===== src/rtl/hmrf_pkg.sv =====
`default_nettype none
package hmrf_pkg;

    localparam int REPORT_BYTES_DEF = 64;

    // header byte positions within a report
    localparam logic [2:0] HDR_CID_B0  = 3'd0;
    localparam logic [2:0] HDR_CID_B1  = 3'd1;
    localparam logic [2:0] HDR_CID_B2  = 3'd2;
    localparam logic [2:0] HDR_CID_B3  = 3'd3;
    localparam logic [2:0] HDR_CMD_SEQ = 3'd4;
    localparam logic [2:0] HDR_LEN_HI  = 3'd5;
    localparam logic [2:0] HDR_LEN_LO  = 3'd6;

    typedef enum logic [2:0] {
        PH_NEW,
        PH_HDR_FIRST,
        PH_HDR_CONT,
        PH_DATA,
        PH_PAD
    } phase_t;

    typedef struct packed {
        logic        kind;
        logic [31:0] channel_id;
        logic [7:0]  command;
        logic [15:0] message_length;
        logic [7:0]  data_byte;
    } item_t;

    typedef struct packed {
        logic [7:0] report_byte;
        logic       report_end;
        logic       run_last;
    } res_t;

    // header byte at a given report position; cmd_seq is the command for a
    // first report and the sequence number for a continuation report
    function automatic logic [7:0] hdr_byte(
        input logic [2:0]  idx,
        input logic [31:0] cid,
        input logic [7:0]  cmd_seq,
        input logic [15:0] len
    );
        logic [7:0] b;
        case (idx)
            HDR_CID_B0:  b = cid[7:0];
            HDR_CID_B1:  b = cid[15:8];
            HDR_CID_B2:  b = cid[23:16];
            HDR_CID_B3:  b = cid[31:24];
            HDR_CMD_SEQ: b = cmd_seq;
            HDR_LEN_HI:  b = len[15:8];
            HDR_LEN_LO:  b = len[7:0];
            default:     b = 8'd0;
        endcase
        return b;
    endfunction

endpackage
`default_nettype wire


===== src/rtl/hmrf_emitter.sv =====
`default_nettype none
module hmrf_emitter #(
    parameter int REPORT_BYTES = hmrf_pkg::REPORT_BYTES_DEF
) (
    input  wire logic           clk,
    input  wire logic           rst_n,
    input  wire logic           in_valid,
    output logic                in_ready,
    input  wire hmrf_pkg::item_t in_item,
    output logic                res_valid,
    input  wire logic           res_ready,
    output hmrf_pkg::res_t      res
);
    import hmrf_pkg::*;

    localparam int POS_W = $clog2(REPORT_BYTES);
    localparam logic [POS_W-1:0] POS_LAST = POS_W'(REPORT_BYTES - 1);

    item_t            item_reg;
    logic             item_valid_reg;
    phase_t           phase_reg, phase_next;
    logic [POS_W-1:0] pos_reg, pos_next;
    logic [7:0]       seq_reg, seq_next;
    logic [15:0]      sent_reg, sent_next;

    phase_t           start_phase, cur_phase;
    logic [POS_W-1:0] pos_eff, pos_inc, pos_wrap;
    logic             pos_last, fire, load, msg_done;
    logic [15:0]      sent_inc;
    logic [7:0]       hdr_first, hdr_cont;

    assign fire = item_valid_reg && res_ready;
    assign in_ready = !item_valid_reg || (fire && res.run_last);
    // a payload request of a zero-length message produces nothing: drop it
    assign load = in_valid && in_ready &&
                  !(!in_item.kind && (in_item.message_length == 16'd0));

    always_comb
    begin
        if (item_reg.kind)
            start_phase = PH_HDR_FIRST;
        else if (pos_reg != {POS_W{1'b0}})
            start_phase = PH_DATA;
        else if (sent_reg == 16'd0)
            start_phase = PH_HDR_FIRST;
        else
            start_phase = PH_HDR_CONT;
    end

    assign cur_phase = (phase_reg == PH_NEW) ? start_phase : phase_reg;
    // header-only abandons any open report and starts at position zero
    assign pos_eff   = (phase_reg == PH_NEW && item_reg.kind) ? {POS_W{1'b0}} : pos_reg;
    assign pos_last  = (pos_eff == POS_LAST);
    assign pos_inc   = pos_eff + {{(POS_W-1){1'b0}}, 1'b1};
    assign pos_wrap  = pos_last ? {POS_W{1'b0}} : pos_inc;
    assign sent_inc  = sent_reg + 16'd1;
    assign msg_done  = (sent_inc >= item_reg.message_length);

    assign hdr_first = hdr_byte(pos_eff[2:0], item_reg.channel_id, item_reg.command,
                                item_reg.message_length);
    assign hdr_cont  = hdr_byte(pos_eff[2:0], item_reg.channel_id, seq_reg,
                                item_reg.message_length);

    assign res_valid = item_valid_reg;

    always_comb
    begin
        phase_next      = phase_reg;
        pos_next        = pos_reg;
        seq_next        = seq_reg;
        sent_next       = sent_reg;
        res.report_byte = 8'd0;
        res.report_end  = pos_last;
        res.run_last    = 1'b0;
        case (cur_phase)
            PH_HDR_FIRST:
            begin
                res.report_byte = hdr_first;
                phase_next      = PH_HDR_FIRST;
                if (pos_eff[2:0] == HDR_LEN_LO)
                    phase_next = item_reg.kind ? PH_PAD : PH_DATA;
            end
            PH_HDR_CONT:
            begin
                res.report_byte = hdr_cont;
                phase_next      = PH_HDR_CONT;
                if (pos_eff[2:0] == HDR_CMD_SEQ)
                begin
                    seq_next   = seq_reg + 8'd1;
                    phase_next = PH_DATA;
                end
            end
            PH_DATA:
            begin
                res.report_byte = item_reg.data_byte;
                sent_next       = sent_inc;
                phase_next      = PH_DATA;
                if (msg_done && !pos_last)
                    phase_next = PH_PAD;
                else
                    res.run_last = 1'b1;
                if (msg_done && pos_last)
                begin
                    seq_next  = 8'd0;
                    sent_next = 16'd0;
                end
            end
            PH_PAD:
            begin
                res.report_byte = 8'd0;
                phase_next      = PH_PAD;
                if (pos_last)
                begin
                    res.run_last = 1'b1;
                    seq_next     = 8'd0;
                    sent_next    = 16'd0;
                end
            end
            default:
            begin
                res.report_byte = 8'd0;
            end
        endcase
        if (res.run_last)
            phase_next = PH_NEW;
        pos_next = pos_wrap;
        if (!fire)
        begin
            phase_next = phase_reg;
            pos_next   = pos_reg;
            seq_next   = seq_reg;
            sent_next  = sent_reg;
        end
    end

    always_ff @(posedge clk or negedge rst_n)
    begin
        if (!rst_n)
        begin
            item_valid_reg <= 1'b0;
            phase_reg      <= PH_NEW;
            pos_reg        <= {POS_W{1'b0}};
            seq_reg        <= 8'd0;
            sent_reg       <= 16'd0;
        end
        else
        begin
            if (in_ready)
                item_valid_reg <= load;
            phase_reg <= phase_next;
            pos_reg   <= pos_next;
            seq_reg   <= seq_next;
            sent_reg  <= sent_next;
        end
    end

    always_ff @(posedge clk)
    begin
        if (load)
            item_reg <= in_item;
    end

`ifndef SYNTHESIS
    a_pos_range: assert property (@(posedge clk) disable iff (!rst_n)
        pos_reg <= POS_LAST)
        else $error("report position out of range");

    a_cont_mid_msg: assert property (@(posedge clk) disable iff (!rst_n)
        phase_reg == PH_HDR_CONT |-> sent_reg != 16'd0)
        else $error("continuation header outside a message");

    a_pad_open: assert property (@(posedge clk) disable iff (!rst_n)
        phase_reg == PH_PAD |-> pos_reg != {POS_W{1'b0}})
        else $error("padding with no open report");

    a_done_clears: assert property (@(posedge clk) disable iff (!rst_n)
        fire && res.run_last && cur_phase == PH_PAD |=>
            pos_reg == {POS_W{1'b0}} && sent_reg == 16'd0 && seq_reg == 8'd0)
        else $error("state not cleared after padded report");
`endif

endmodule
`default_nettype wire


===== src/rtl/hmrf_out_stage.sv =====
`default_nettype none
module hmrf_out_stage (
    input  wire logic           clk,
    input  wire logic           rst_n,
    input  wire logic           in_valid,
    output logic                in_ready,
    input  wire hmrf_pkg::res_t in_res,
    output logic                out_valid,
    input  wire logic           out_ready,
    output hmrf_pkg::res_t      out_res
);
    import hmrf_pkg::*;

    logic out_valid_reg;
    res_t res_reg;

    assign in_ready  = !out_valid_reg || out_ready;
    assign out_valid = out_valid_reg;
    assign out_res   = res_reg;

    always_ff @(posedge clk or negedge rst_n)
    begin
        if (!rst_n)
            out_valid_reg <= 1'b0;
        else if (in_ready)
            out_valid_reg <= in_valid;
    end

    always_ff @(posedge clk)
    begin
        if (in_valid && in_ready)
            res_reg <= in_res;
    end

endmodule
`default_nettype wire


===== src/rtl/hid_message_report_framer.sv =====
`default_nettype none
// Frames a message into REPORT_BYTES-byte HID reports, one report byte per
// output request. Each input request carries one payload byte (tuser = 0) or
// asks for a header-only report (tuser = 1). The first report of a message
// gets channel id (LSB first), command and big-endian length; continuation
// reports get channel id and a wrapping sequence number; the report holding
// the last payload byte is zero padded. Payload requests with length zero
// are taken and produce nothing. Output tlast marks the last byte of a
// report, tuser the last byte produced by the current input request. The
// output register emits one byte per cycle while m_axis_tready is high, and an
// input request produces 1 byte for a payload byte inside a report, 6 or 8
// when it opens a report, up to REPORT_BYTES when it closes a message or is
// header-only. The next request is taken in the cycle the previous one hands
// its last byte to the output register.
module hid_message_report_framer #(
    parameter int REPORT_BYTES = hmrf_pkg::REPORT_BYTES_DEF
) (
    input  wire logic        clk,
    input  wire logic        rst_n,
    input  wire logic        s_axis_tvalid,
    output logic             s_axis_tready,
    // channel_id[31:0], command[39:32], message_length[55:40], data_byte[63:56]
    input  wire logic [63:0] s_axis_tdata,
    // kind
    input  wire logic        s_axis_tuser,
    output logic             m_axis_tvalid,
    input  wire logic        m_axis_tready,
    // report_byte
    output logic [7:0]       m_axis_tdata,
    output logic             m_axis_tlast,
    // run_last
    output logic             m_axis_tuser
);
    import hmrf_pkg::*;

    item_t in_item;
    res_t  em_res, out_res;
    logic  em_valid, em_ready;

    assign in_item.kind           = s_axis_tuser;
    assign in_item.channel_id     = s_axis_tdata[31:0];
    assign in_item.command        = s_axis_tdata[39:32];
    assign in_item.message_length = s_axis_tdata[55:40];
    assign in_item.data_byte      = s_axis_tdata[63:56];

    hmrf_emitter #(
        .REPORT_BYTES (REPORT_BYTES)
    ) u_emitter (
        .clk       (clk),
        .rst_n     (rst_n),
        .in_valid  (s_axis_tvalid),
        .in_ready  (s_axis_tready),
        .in_item   (in_item),
        .res_valid (em_valid),
        .res_ready (em_ready),
        .res       (em_res)
    );

    hmrf_out_stage u_out_stage (
        .clk       (clk),
        .rst_n     (rst_n),
        .in_valid  (em_valid),
        .in_ready  (em_ready),
        .in_res    (em_res),
        .out_valid (m_axis_tvalid),
        .out_ready (m_axis_tready),
        .out_res   (out_res)
    );

    assign m_axis_tdata = out_res.report_byte;
    assign m_axis_tlast = out_res.report_end;
    assign m_axis_tuser = out_res.run_last;

endmodule
`default_nettype wire

===== config.mk =====
export PLATFORM = sky130hd
export DESIGN_NAME = hid_message_report_framer
export DESIGN_NICKNAME = d
export VERILOG_FILES = /design/src/rtl/hmrf_pkg.sv /design/src/rtl/hmrf_emitter.sv /design/src/rtl/hmrf_out_stage.sv /design/src/rtl/hid_message_report_framer.sv
export SDC_FILE = /design/constraint.sdc
export NUM_CORES = 1
export LEC_CHECK = 0
export BUFFER_PORTS_ARGS = -buffer_cell sky130_fd_sc_hd__buf_2
export CAP_MARGIN = 20
export CORE_ASPECT_RATIO = 1.1
export CORE_MARGIN = 8
export CORE_UTILIZATION = 52
export DETAILED_ROUTE_END_ITERATION = 10
export PLACE_DENSITY_LB_ADDON = 0.12
export SLEW_MARGIN = 40
export SYNTH_ARGS = -nofsm -noshare
export SYNTH_HDL_FRONTEND = slang
export SYNTH_HIERARCHICAL = 1
export SYNTH_SLANG_ARGS = --single-unit

===== constraint.sdc =====
create_clock -name clk -period 6.3 [get_ports clk]
set_clock_uncertainty 0.1 [all_clocks]
set_input_delay 1.575 -clock clk [delete_from_list [all_inputs] [get_ports clk]]
set_output_delay 1.575 -clock clk [all_outputs]
set_load 0.05 [all_outputs]

# Word level (Yosys, flattened, before mapping)
# Index checks and enable logic that the tools add are counted.
# Widths: inputs -> output; s select.
totals:
  reg_bits: 110
  in_bits: 69
  output_inout_bits: 12
  elab_cells: 83
op_classes:
  add_sub_neg: 3
  magnitude_cmp: 1
  n_eq_ne: 14
  mux: 25
  n_reduce_logical: 26
ops:
  columns: ["operator", "n"]
  rows:
  - ["$pmux 8 s7", 2]
  - ["$pmux 8 s3", 2]
  - ["$logic_not 16->1", 2]
  - ["$mux 16", 2]
  - ["$pmux 16 s2", 1]
  - ["$mux 8", 3]
  - ["$mux 3", 7]
  - ["$add 16x1->16 const B", 1]
  - ["$ge 16x16->1", 1]
  - ["$eq 3x2->1 const B", 4]
  - ["$eq 3x3->1 const B", 4]
  - ["$mux 6", 2]
  - ["$pmux 3 s4", 1]
  - ["$add 8x1->8 const B", 1]
  - ["$logic_and 1x1->1", 8]
  - ["$add 6x1->6 const B", 1]
  - ["$eq 3x1->1 const B", 2]
  - ["$eq 6x6->1 const B", 1]
  - ["$logic_not 3->1", 2]
  - ["$ne 2x1->1 const B", 3]
  - ["$reduce_bool 6->1", 1]
  - ["$logic_not 1->1", 5]
  - ["$reduce_and 5->1", 1]
  - ["$reduce_bool 5->1", 1]
  - ["other kinds (8)", 11]

# Depth between registers and ports, before layout
# Gate-level depths: netlist of the first run.
logic_depth:
  depth_word: 12
  depth_mapped: 15
  mapped_depth_nobuf: 13

# By module
# Netlist of the first run, hierarchy kept.
modules_own_cells:
  columns: ["mod", "n_inst", "cells_each", "area_each_um2", "seq_area_each_um2"]
  rows:
  - ["hmrf_emitter", 1, 470, 5242.5, 2802.7]
  - ["hmrf_out_stage", 1, 14, 354.1, 325.3]

# Least setup slack after synthesis of the first run
# OpenSTA, ideal clock, no wires.
synth_timing:
  path_type: "reg2reg"
  startpoint: "reg u_emitter.sent_reg[6]"
  endpoint: "reg u_emitter/item_reg[0] in the netlist's numbering, enable pin"
  setup_time_ns: 0.496
  arrival_time_ns: 6.874
  t_required_ns: 5.704
  setup_slack_ns: -1.170
  path_stages_with_launch: 13
  path_buffers: 2
  period_less_slack_ns: 7.470
  path_cell_list: "dfrtp_1 clkbuf_1 nand4_1 or2_2 clkbuf_1 nor2_1 xor2_1 ha_1 and4_1 a221oi_1 a31oi_1 o31ai_1 nor2b_1"
synth_via:
  elab_chain_cells: 11
  elab_cells_between_ends: 16
  cone_classes: "add/sub (1); order compare (1); eq/ne (2); mux (6); reduce/logical (6)"
synth_lines:
  columns: ["item", "line", "source"]
  rows:
  - ["from (decl)", "hmrf_emitter.sv:24", "logic [15:0] sent_reg, sent_next;"]
  - ["from (signal assigned)", "hmrf_emitter.sv:153", "sent_reg <= sent_next;"]
  - ["parallel branches: the longest is 6 deep, another holds $add 16x1->16", null, null]
  - ["$pmux 1 s2 *", "hmrf_emitter.sv:75", "case (cur_phase)"]
  - ["$logic_and 1x1->1 *", "hmrf_emitter.sv:33", "assign in_ready = !item_valid_reg || (fire && res.run_last);"]
  - ["$logic_or 1x1->1 *", "hmrf_emitter.sv:33", null]
  - ["named net s_axis_tready", "hid_message_report_framer.sv:21", "output logic s_axis_tready,"]
  - ["$logic_and 1x1->1 * (2 in series)", "hmrf_emitter.sv:35", "assign load = in_valid && in_ready &&"]
  - ["named net u_emitter.load", "hmrf_emitter.sv:28", "logic pos_last, fire, load, msg_done;"]
  - ["to (signal assigned)", "hmrf_emitter.sv:160", "item_reg <= in_item;"]
  - ["to (decl)", "hmrf_emitter.sv:19", "item_t item_reg;"]
# Mark *: on every way through the listed nets, which the timed path passes.
# A chain may end at the register's enable or synchronous reset.

# Final worst setup path of the first run
layout_timing:
  startpoint: "reg u_emitter.sent_reg[4]"
  endpoint: "out s_axis_tready"
layout_via:
  elab_chain_cells: 9
  elab_cells_between_ends: 14
  cone_classes: "add/sub (1); order compare (1); eq/ne (2); mux (6); reduce/logical (4)"
layout_lines:
  columns: ["item", "line"]
  rows:
  - ["parallel branches: the longest is 6 deep, another holds $add 16x1->16", null]
  - ["$pmux 1 s2 *", "hmrf_emitter.sv:75"]
  - ["$logic_and 1x1->1 *", "hmrf_emitter.sv:33"]
  - ["$logic_or 1x1->1 *", "hmrf_emitter.sv:33"]
  - ["to (decl)", "hid_message_report_framer.sv:21"]
# Mark *: on every way between the ends.

==> metrics.md, run 1 <==
| Metric | Value |
|---|---|
| Num CTS Buffers | `9` |
| Vias in the first global route | `around 4300` |
| Slew @ Worst Pin | `between 0.7 and 0.8 ns` |
| DP HPWL | `about 10 mm` |
| Post-synthesis cell area | `0.005597 mm^2` |
| Seq cells post-synth | `110` |
| TritonRoute pass-1 iters | `5` |
| Die W | `114.9 um` |
| Flop pwr share | `between 30% and 40%` |
| Clk Latency, worst-skew pair | `around 0.35 ns` |
| Number of max-cap violations | `0` |
| CP Class | `reg2out` |
| Via count | `about 4200` |
| Avg Cell Area, Syn | `11.56 um^2` |
| Final setup vio count | `0` |
| Worst Hold Class | `reg2reg` |
| DRC | `0` |
| P_int | `1.648 mW` |
| Root buffer cell | `clkbuf_16` |
| Synth unique cells | `62` |
| Count of pins over their slew limit | `0` |
| Met2 WL post-DR | `6.226 mm` |
| Setup crit end kind | `primary output` |
| Clk sink count | `110` |
| Share of cells above drive strength 1 | `about 22%` |
| Number of flip-flops under the largest register name | `65` |
| Placeable core area | `roughly 0.010 mm^2` |
| Die area | `0.01434 mm^2` |
| Final hold vios | `0` |
| Fin cells | `699` |
| Flop2flop setup slack | `around 1.6 ns` |
| R2R Path End | `u_emitter/item_reg[49]$_DFFE_PP_` |
| Asr flop ratio synth | `31.82%` |
| Rows | `39` |
| Post-route setup TNS | `0 ns` |
| Net switching power figure | `1.094 mW` |
| IO Pins | `81` |
| Post-CTS sizing | `0` |
| Power share of the combinational group | `roughly two fifths` |
| Critical Path RT | `4.62 ns` |
| Pleak | `about 2.7 nW` |
| Run status | `finished, final reports clean` |
| CTS tree | `built` |
| Largest net degree at the start of global routing | `36` |
| Area growth syn-to-layout | `14.24%` |
| Worst Path Arrival | `just under 4 ns` |
| Period utilization | `approximately nine tenths` |
| Die H | `around 120 um` |
| Final Util | `61.23%` |
| Via density | `approximately 6.0` |
| Post-synth EDFFs | `75` |
| Final ANT Viol Nets | `0` |
| Met3 wire length | `approximately 850 um` |
| Initial core utilization | `53.59%` |
| Hold buffer count at CTS | `0` |
| Total track usage | `between 10% and 20%` |
| Crit path time final | `between 5 and 6 ns` |
| Clock power frac | `between 20% and 30%` |
| Initial antenna violation count | `0` |
| Top sig layer | `met4` |
| Post-Synthesis Cells | `approximately 480` |
| FMAX | `0.1789 GHz` |
| Hold Path Sink | `u_emitter/seq_reg[7]$_DFFE_PN0P_` |
| Setup crit start kind | `register` |
| Unrepaired setup endpoints after global routing | `no` |
| Switching portion of total power | `roughly two fifths` |
| Total power | `approximately 2.7 mW` |
| Worst-path clk slew | `around 0.07 ns` |
| Commonest non-fill, non-tap cell in the layout | `buf_2` |
| Drt total wl | `approximately 14 mm` |
| Inst Count DP | `roughly 700` |
| Synth Flop Type | `edfxtp_1` |
| Synth warn | `6` |
| CTS HTree Levels | `3` |
| Register area share after synthesis | `a little under three fifths` |
| # nets final | `between 600 and 700` |
| Most frequent cells in the layout | `79 x buf_2, 75 x edfxtp_1, 40 x nand2_1` |
| PortBufs | `80` |
| CP max FO | `6` |
| Post-CTS Setup Inserts | `0` |
| First-pass GRT wire length | `approximately 22 mm` |
| Per-cell routed wire length | `about 19 um` |
| CTS max path bufs | `2` |
| Post-Syn Nets | `~580` |
| Power density cells | `roughly 430 mW/mm^2` |
| Met1 wire length | `between 6 and 7 mm` |
| Reg2Reg Depth | `13` |
| Worst vdd ir | `0.2552 mV` |
| ANT cells | `0` |
| Grt ovf | `0` |
| Hold Path Depth | `1` |
| Slew HR | `a little over half` |
| Gpl congestion | `0.9188` |
| Min-delay src | `u_emitter/seq_reg[7]$_DFFE_PN0P_` |
| DRT iter0 DRCs | `304` |
| RR Startpoint | `u_emitter/sent_reg[4]$_DFFE_PN0P_` |
cells by family (layout without fill, tap and decap cells):
logic type | after synthesis | after routing | share of synthesized area, %
mux | 10 | 10 | 1.990
simple gates | 149 | 149 | 14.15
xor+xnor | 13 | 13 | 2.034
fa+ha+maj | 24 | 24 | 5.366
flops | 110 | 110 | 55.89
buf+inv | 55 | 127 | 4.493
compound gates | 123 | 123 | 16.07
stage by stage:
stage / setup WS (ns) / area (um^2) / hold slack, ns
finish: 0.7102 / 6394 / 0.4364
floorplan: 0.4664 / 5604 / 0.3453
global placement: 1.288 / 6065 / 0.4045
CTS: 0.6972 / 6391 / 0.4329
global route: 0.5094 / 6394 / 0.4445
detailed placement: 1.094 / 6096 / 0.4202
per-layer routing:
| metal | up-vias | track usage (%) |
|---|---|---|
| met3 | 21 | 4.122 |
| met2 | 154 | 29.96 |
| met1 | 2016 | 26.15 |
| li1 | 1996 | - |
| met4 | 0 | 8.978 |
| met5 | - | 0 |
final cells by class:
class	count	area, um^2
Clock inverter	7	70.07
Inverter	26	97.59
Timing Repair Buffer	85	460.4
Clock buffer	9	225.2
Sequential cell	110	3128
Tap cell	143	178.9
Multi-Input combinational cell	319	2233
Fill cell	870	4049
cells in the mapped netlist, drive strengths merged, types with 4 or more instances:
cell     n  area (um^2)
a211o    4        35.03
a21o     4        30.03
a21oi   15        75.07
a221o    7        70.07
a221oi   7        61.31
a22o    10        87.58
a22oi    7        52.55
a31oi   20        131.4
and2     5        36.29
and3    16        100.1
buf      9        78.82
clkbuf  20        75.07
dfrtp   35        875.8
edfxtp  75         2252
ha      24        300.3
inv     26        97.59
mux2     9        101.4
nand2   40        150.1
nand2b   4        32.53
nand3   20        100.1
nand4    7        43.79
nor2    18        67.56
nor3    13        81.33
nor4     7        43.79
o21a     4        30.03
o21ai   14        70.07
o31ai    9        67.56
or3      7        43.79
xnor2    9        78.83
xor2     4        35.03
critical path: stages, from the launching register on:
cell and delay [ns]:
dfrtp_1 0.45, and3_1 0.22, nand4_1 0.22, or2_2 0.42, nor2_1 0.15, xor2_1 0.22, ha_1 0.29, and4_1 0.21
a221oi_1 0.50, a31oi_1 0.21, o31ai_2 0.34, buf_2 0.33
worst max path at each step:
stage	from	end	slack [ns]
CTS	u_emitter/sent_reg[0]$_DFFE_PN0P_	s_axis_tready	0.70
global placement	u_emitter/sent_reg[0]$_DFFE_PN0P_	s_axis_tready	1.29
global route	u_emitter/sent_reg[0]$_DFFE_PN0P_	s_axis_tready	0.51
floorplan	u_emitter/sent_reg[6]$_DFFE_PN0P_	u_emitter/item_reg[0]$_DFFE_PP_	0.47
finish	u_emitter/sent_reg[4]$_DFFE_PN0P_	s_axis_tready	0.71
detailed placement	u_emitter/sent_reg[0]$_DFFE_PN0P_	s_axis_tready	1.09
power by group through the flow:
stage	Clock (mW)	Combinational (mW)	Sequential, mW
floorplan	0	0.735	1.15
global placement	0	1.05	1.08
finish	0.572	1.09	1.08
CTS	0.585	1.09	1.07
global route	0.616	1.19	1.10
detailed placement	0	1.08	1.09
Power figures use the tool's default switching activity.
==> run 2: changes to the inputs <==
CORE_UTILIZATION = 55   (was 52)
clock period = 5.6 ns   (was 6.3 ns; I/O delays follow)
==> metrics.md, run 2 (synthesis results as in run 1) <==
| Metric | Value |
|---|---|
| TritonRoute pass-1 iters | `5` |
| Num CTS Buffers | `9` |
| DP HPWL | `about 9.7 mm` |
| Fin cells | `a little under 700` |
| Pre-CTS setup slack | `0.6100 ns` |
| Placement Cell Area | `between 0.006 and 0.007 mm^2` |
| Period utilization | `95.19%` |
| Die W | `roughly 110 um` |
| Inst Count DP | `around 660` |
| Drt total wl | `13.20 mm` |
| Top sig layer | `met4` |
| Gpl congestion | `0.8726` |
| Worst Hold Class | `reg2reg` |
| ANT cells | `0` |
| Commonest non-fill, non-tap cell in the layout | `buf_2` |
| Vias in the first global route | `around 4200` |
| Worst vdd ir | `0.2224 mV` |
| Setup crit start kind | `register` |
| Met3 wire length | `about 830 um` |
| Grt ovf | `0` |
| Pleak | `2.611 nW` |
| Die area | `between 0.01 and 0.015 mm^2` |
| Hold Path Sink | `u_emitter/seq_reg[7]$_DFFE_PN0P_` |
| CP max FO | `6` |
| Final ANT Viol Nets | `0` |
| CP Class | `reg2out` |
| CTS HTree Levels | `3` |
| Flop2flop setup slack | `about 1.3 ns` |
| CTS tree | `built` |
| Per-cell routed wire length | `19.61 um` |
| Placeable core area | `slightly below 0.01 mm^2` |
| Number of flip-flops under the largest register name | `between 60 and 70` |
| Via density | `just over 6` |
| Min-delay src | `u_emitter/seq_reg[7]$_DFFE_PN0P_` |
| PortBufs | `80` |
| IO Pins | `a little over 80` |
| Count of pins over their slew limit | `0` |
| Setup crit end kind | `primary output` |
| Clk sink count | `110` |
| Unrepaired setup endpoints after global routing | `no` |
| Area growth syn-to-layout | `11.22%` |
| Final setup vio count | `0` |
| Initial antenna violation count | `0` |
| Post-route setup slack | `~0.27 ns` |
| R2R Path End | `u_emitter/item_reg[35]$_DFFE_PP_` |
| Final Util | `62.94%` |
| Via count | `approximately 4100` |
| Number of max-cap violations | `0` |
| DRC | `0` |
| Initial core utilization | `a little under three fifths` |
| Multi-input gate area | `between 0.002 and 0.0025 mm^2` |
| Crit path time final | `5.331 ns` |
| Worst Path Arrival | `approximately 3.8 ns` |
| # fillers | `just over 800` |
| Share of cells above drive strength 1 | `approximately 22%` |
| Final instance area | `between 0.006 and 0.007 mm^2` |
| WHS | `about 0.41 ns` |
| Run status | `finished, final reports clean` |
| DRT iter0 DRCs | `between 200 and 300` |
| Reg2Reg Depth | `12` |
| Register area | `around 0.0031 mm^2` |
| Die H | `121.8 um` |
| Hold Path Depth | `1` |
| Slew HR | `about half` |
| Met1 wire length | `~6 mm` |
| Critical Path RT | `4.10 ns` |
| Root buffer cell | `clkbuf_8` |
| RR Startpoint | `u_emitter/sent_reg[4]$_DFFE_PN0P_` |
| Total power | `2.869 mW` |
| Post-route setup TNS | `0 ns` |
| Slew @ Worst Pin | `0.7353 ns` |
| Power density cells | `460.8 mW/mm^2` |
| CTS max path bufs | `2` |
| Clk Latency, worst-skew pair | `0.37 ns` |
| FMAX | `0.1876 GHz` |
| Met2 WL post-DR | `between 6 and 7 mm` |
| First-pass GRT wire length | `21.07 mm` |
| # nets final | `approximately 640` |
| Largest net degree at the start of global routing | `66` |
| Total track usage | `between 10% and 20%` |
| Worst-path clk slew | `0.12 ns` |
| Rows | `38` |
| Most frequent cells in the layout | `79 x buf_2, 75 x edfxtp_1, 40 x nand2_1` |
| Final hold vios | `0` |
-- run 2: changes by cell type in the layout (fill, tap and decap cells not counted), sizes merged --
cell      change
buf           -2
bufinv        -1
clkinv        -1
clkinvlp      +1
-- run 2: worst max path at each step --
stage,depth (start not counted),end,slack (ns),from
detailed placement,11,s_axis_tready,0.61,u_emitter/sent_reg[0]$_DFFE_PN0P_
global route,11,s_axis_tready,0.06,u_emitter/sent_reg[4]$_DFFE_PN0P_
CTS,11,s_axis_tready,0.18,u_emitter/sent_reg[0]$_DFFE_PN0P_
floorplan,12,u_emitter/item_reg[0]$_DFFE_PP_,0.48,u_emitter/sent_reg[6]$_DFFE_PN0P_
global placement,11,s_axis_tready,0.78,u_emitter/sent_reg[0]$_DFFE_PN0P_
finish,11,s_axis_tready,0.27,u_emitter/sent_reg[4]$_DFFE_PN0P_
-- run 2: cell type report --
cell class,instances,area share [%]
multi-input combinational,319,35.98
clock buffer,9,1.990
sequential,110,50.25
clock inverter,6,0.9045
inverter,26,1.568
tap,120,2.412
timing repair buffer,83,6.894
-- run 2: worst max-delay path, stage by stage (launching register included) --
cell and delay [ns]:
dfrtp_1 0.46, and3_1 0.21, nand4_1 0.22, or2_2 0.43, nor2_1 0.17, xor2_1 0.24, ha_1 0.31, and4_1 0.20
a221oi_2 0.35, a31oi_1 0.19, o31ai_2 0.34, buf_2 0.33
-- run 2: timing repair --
| action | in CTS | in global routing |
|---|---|---|
| resized for setup | 0 | 1 |
| hold endpoints to repair | 0 | 0 |
| buffers inserted | 0 | 0 |
| hold buffers | 0 | 0 |
| endpoints found under the setup margin | 0 | 1 |
-- run 2: routing by layer --
layer  global-route usage (%)  vias to the layer above
met1                    26.06                     1984
met2                    31.30                      154
met5                        0                        -
li1                         -                     1982
met4                    5.823                        0
met3                    4.505                       13
-- run 2: report_power, final --
| group | total, mW | internal, mW | switching (mW) | leakage, nW |
|---|---|---|---|---|
| clock | 0.456 | 0.169 | 0.287 | 0.0897 |
| combinational | 1.21 | 0.414 | 0.794 | 1.37 |
| sequential | 1.20 | 1.08 | 0.126 | 1.15 |
==> run 3: changes to the inputs <==
CORE_UTILIZATION = 35   (was 55)
GPL_TIMING_DRIVEN = 0   (was not set)
==> metrics.md, run 3 (synthesis results as in run 1) <==
| Metric | Value |
|---|---|
| Run status | `finished, final reports clean` |
| Per-cell routed wire length | `18.70 um` |
| Critical Path RT | `4.10 ns` |
| WHS | `between 0.4 and 0.5 ns` |
| Setup crit start kind | `register` |
| Flop2flop setup slack | `between 0.9 and 1 ns` |
| TritonRoute pass-1 iters | `5` |
| Final ANT Viol Nets | `0` |
| Reg2Reg Depth | `15` |
| Rows | `48` |
| Worst vdd ir | `about 0.17 mV` |
| CTS HTree Levels | `3` |
| Unrepaired setup endpoints after global routing | `no` |
| Initial antenna violation count | `0` |
| Count of pins over their slew limit | `0` |
| Hold Path Depth | `1` |
| Worst-path clk slew | `~0.080 ns` |
| Setup crit end kind | `primary output` |
| PortBufs | `80` |
| Total track usage | `between 10% and 20%` |
| DP HPWL | `roughly 11 mm` |
| CP max FO | `6` |
| Commonest non-fill, non-tap cell in the layout | `buf_2` |
| RR Startpoint | `u_emitter/sent_reg[4]$_DFFE_PN0P_` |
| CTS tree | `built` |
| Hold buffer count at CTS | `0` |
| Min-delay src | `u_emitter/seq_reg[7]$_DFFE_PN0P_` |
| Clk Latency, worst-skew pair | `approximately 0.36 ns` |
| R2R Path End | `u_emitter/item_reg[0]$_DFFE_PP_` |
| Largest net degree at the start of global routing | `36` |
| Post-route setup TNS | `0 ns` |
| Area growth syn-to-layout | `18.58%` |
| # nets final | `669` |
| DRC | `0` |
| Via count | `4161` |
| P_int | `about 1.9 mW` |
| Flop pwr share | `a little under two fifths` |
| Number of flip-flops under the largest register name | `65` |
| Die W | `between 100 and 150 um` |
| Gpl congestion | `0.8007` |
| Worst Hold Class | `reg2reg` |
| Switching portion of total power | `40.59%` |
| DRT iter0 DRCs | `275` |
| Clock power frac | `between 15 and 20%` |
| Drt total wl | `around 15 mm` |
| CTS max path bufs | `2` |
| Clk sink count | `between 100 and 150` |
| Most frequent cells in the layout | `81 x buf_2, 75 x edfxtp_1, 40 x nand2_1` |
| Power density cells | `473.7 mW/mm^2` |
| Power share of the combinational group | `between 40% and 50%` |
| First-pass GRT wire length | `between 20 and 25 mm` |
| Die area | `approximately 0.020 mm^2` |
| IO Pins | `81` |
| Slew @ Worst Pin | `around 0.73 ns` |
| Vias in the first global route | `about 4200` |
| Num CTS Buffers | `9` |
| Pleak | `approximately 2.7 nW` |
| Die H | `148.6 um` |
| Placeable core area | `about 0.016 mm^2` |
| Initial core utilization | `between 30% and 40%` |
| Hold Path Sink | `u_emitter/seq_reg[7]$_DFFE_PN0P_` |
| Via density | `about 5.3` |
| Period utilization | `94.71%` |
| CP Class | `reg2out` |
| Net switching power figure | `around 1.3 mW` |
| Crit path time final | `around 5.3 ns` |
| Share of cells above drive strength 1 | `~23%` |
| Slew HR | `between 50% and 60%` |
| Number of max-cap violations | `0` |
| Grt ovf | `0` |
| Final hold vios | `0` |
| ANT cells | `0` |
| FMAX | `0.1885 GHz` |
| Root buffer cell | `clkbuf_16` |
| Final setup vio count | `0` |
| Worst Path Arrival | `approximately 3.8 ns` |
## run 3: critical path, cell delays in order, from the launching register on
cell      delay, ns
dfrtp_1        0.44
and3_1         0.21
nand4_1        0.23
or2_2          0.36
clkbuf_1       0.17
nor2_1         0.15
xor2_1         0.24
ha_1           0.32
and4_1         0.23
a221oi_4       0.34
a31oi_2        0.18
o31ai_2        0.32
buf_4          0.25
## run 3: repair_timing
| item | 4_1_cts | 5_1_grt |
|---|---|---|
| setup buffers | 1 | 0 |
| endpoints found under the setup margin | 1 | 1 |
| cloned | 0 | 0 |
| resized for setup | 1 | 5 |
| pin swaps | 1 | 1 |
## run 3: how the worst max path moves through the flow
stage	from	to	depth (start not counted)
final	u_emitter/sent_reg[4]$_DFFE_PN0P_	s_axis_tready	12
after detailed placement	u_emitter/sent_reg[6]$_DFFE_PN0P_	s_axis_tready	12
after global placement	u_emitter/sent_reg[6]$_DFFE_PN0P_	u_emitter/item_reg[31]$_DFFE_PP_	12
after CTS	u_emitter/sent_reg[6]$_DFFE_PN0P_	s_axis_tready	12
after floorplan	u_emitter/sent_reg[6]$_DFFE_PN0P_	u_emitter/item_reg[0]$_DFFE_PP_	12
after global routing	u_emitter/sent_reg[4]$_DFFE_PN0P_	s_axis_tready	12
## run 3: metrics by stage
step	instance area [um^2]	worst slack [ns]	cells	util [%]	total power [mW]
3_5_place_dp	6340	0.1929	767	40.45	2.548
4_1_cts	6626	0.04863	783	42.27	3.167
2_1_floorplan	5609	0.4825	484	-	2.121
6_report	6636	0.2961	780	42.34	3.144
3_3_place_gp	6260	0.08748	764	39.93	2.501
5_1_grt	6636	0.03151	780	42.34	3.356
## run 3: power groups by stage
| stage | Clock, mW | Sequential [mW] | Combinational, mW |
|---|---|---|---|
| floorplan | 0 | 1.29 | 0.829 |
| global placement | 0 | 1.20 | 1.30 |
| detailed placement | 0 | 1.20 | 1.35 |
| CTS | 0.622 | 1.18 | 1.36 |
| global route | 0.651 | 1.21 | 1.50 |
| finish | 0.606 | 1.18 | 1.35 |
## run 3: metal layers
metal | vias up | GRT usage (%) | wire (um)
met5 | - | 0 | 0
met4 | 0 | 6.762 | 361
met3 | 26 | 2.564 | 591
met2 | 108 | 22.70 | 6796
met1 | 1983 | 19.80 | 6838
li1 | 2044 | - | -
## run 3: final cells by class
cell class                      count  area, um^2
Buffer                             26       142.6
Fill cell                        1466        9039
Clock inverter                      6       47.55
Sequential cell                   110        3129
Clock buffer                        9       225.2
Tap cell                          200       250.2
Multi-Input combinational cell    319        2261
Timing Repair Buffer               84       483.0
Inverter                           26       97.59
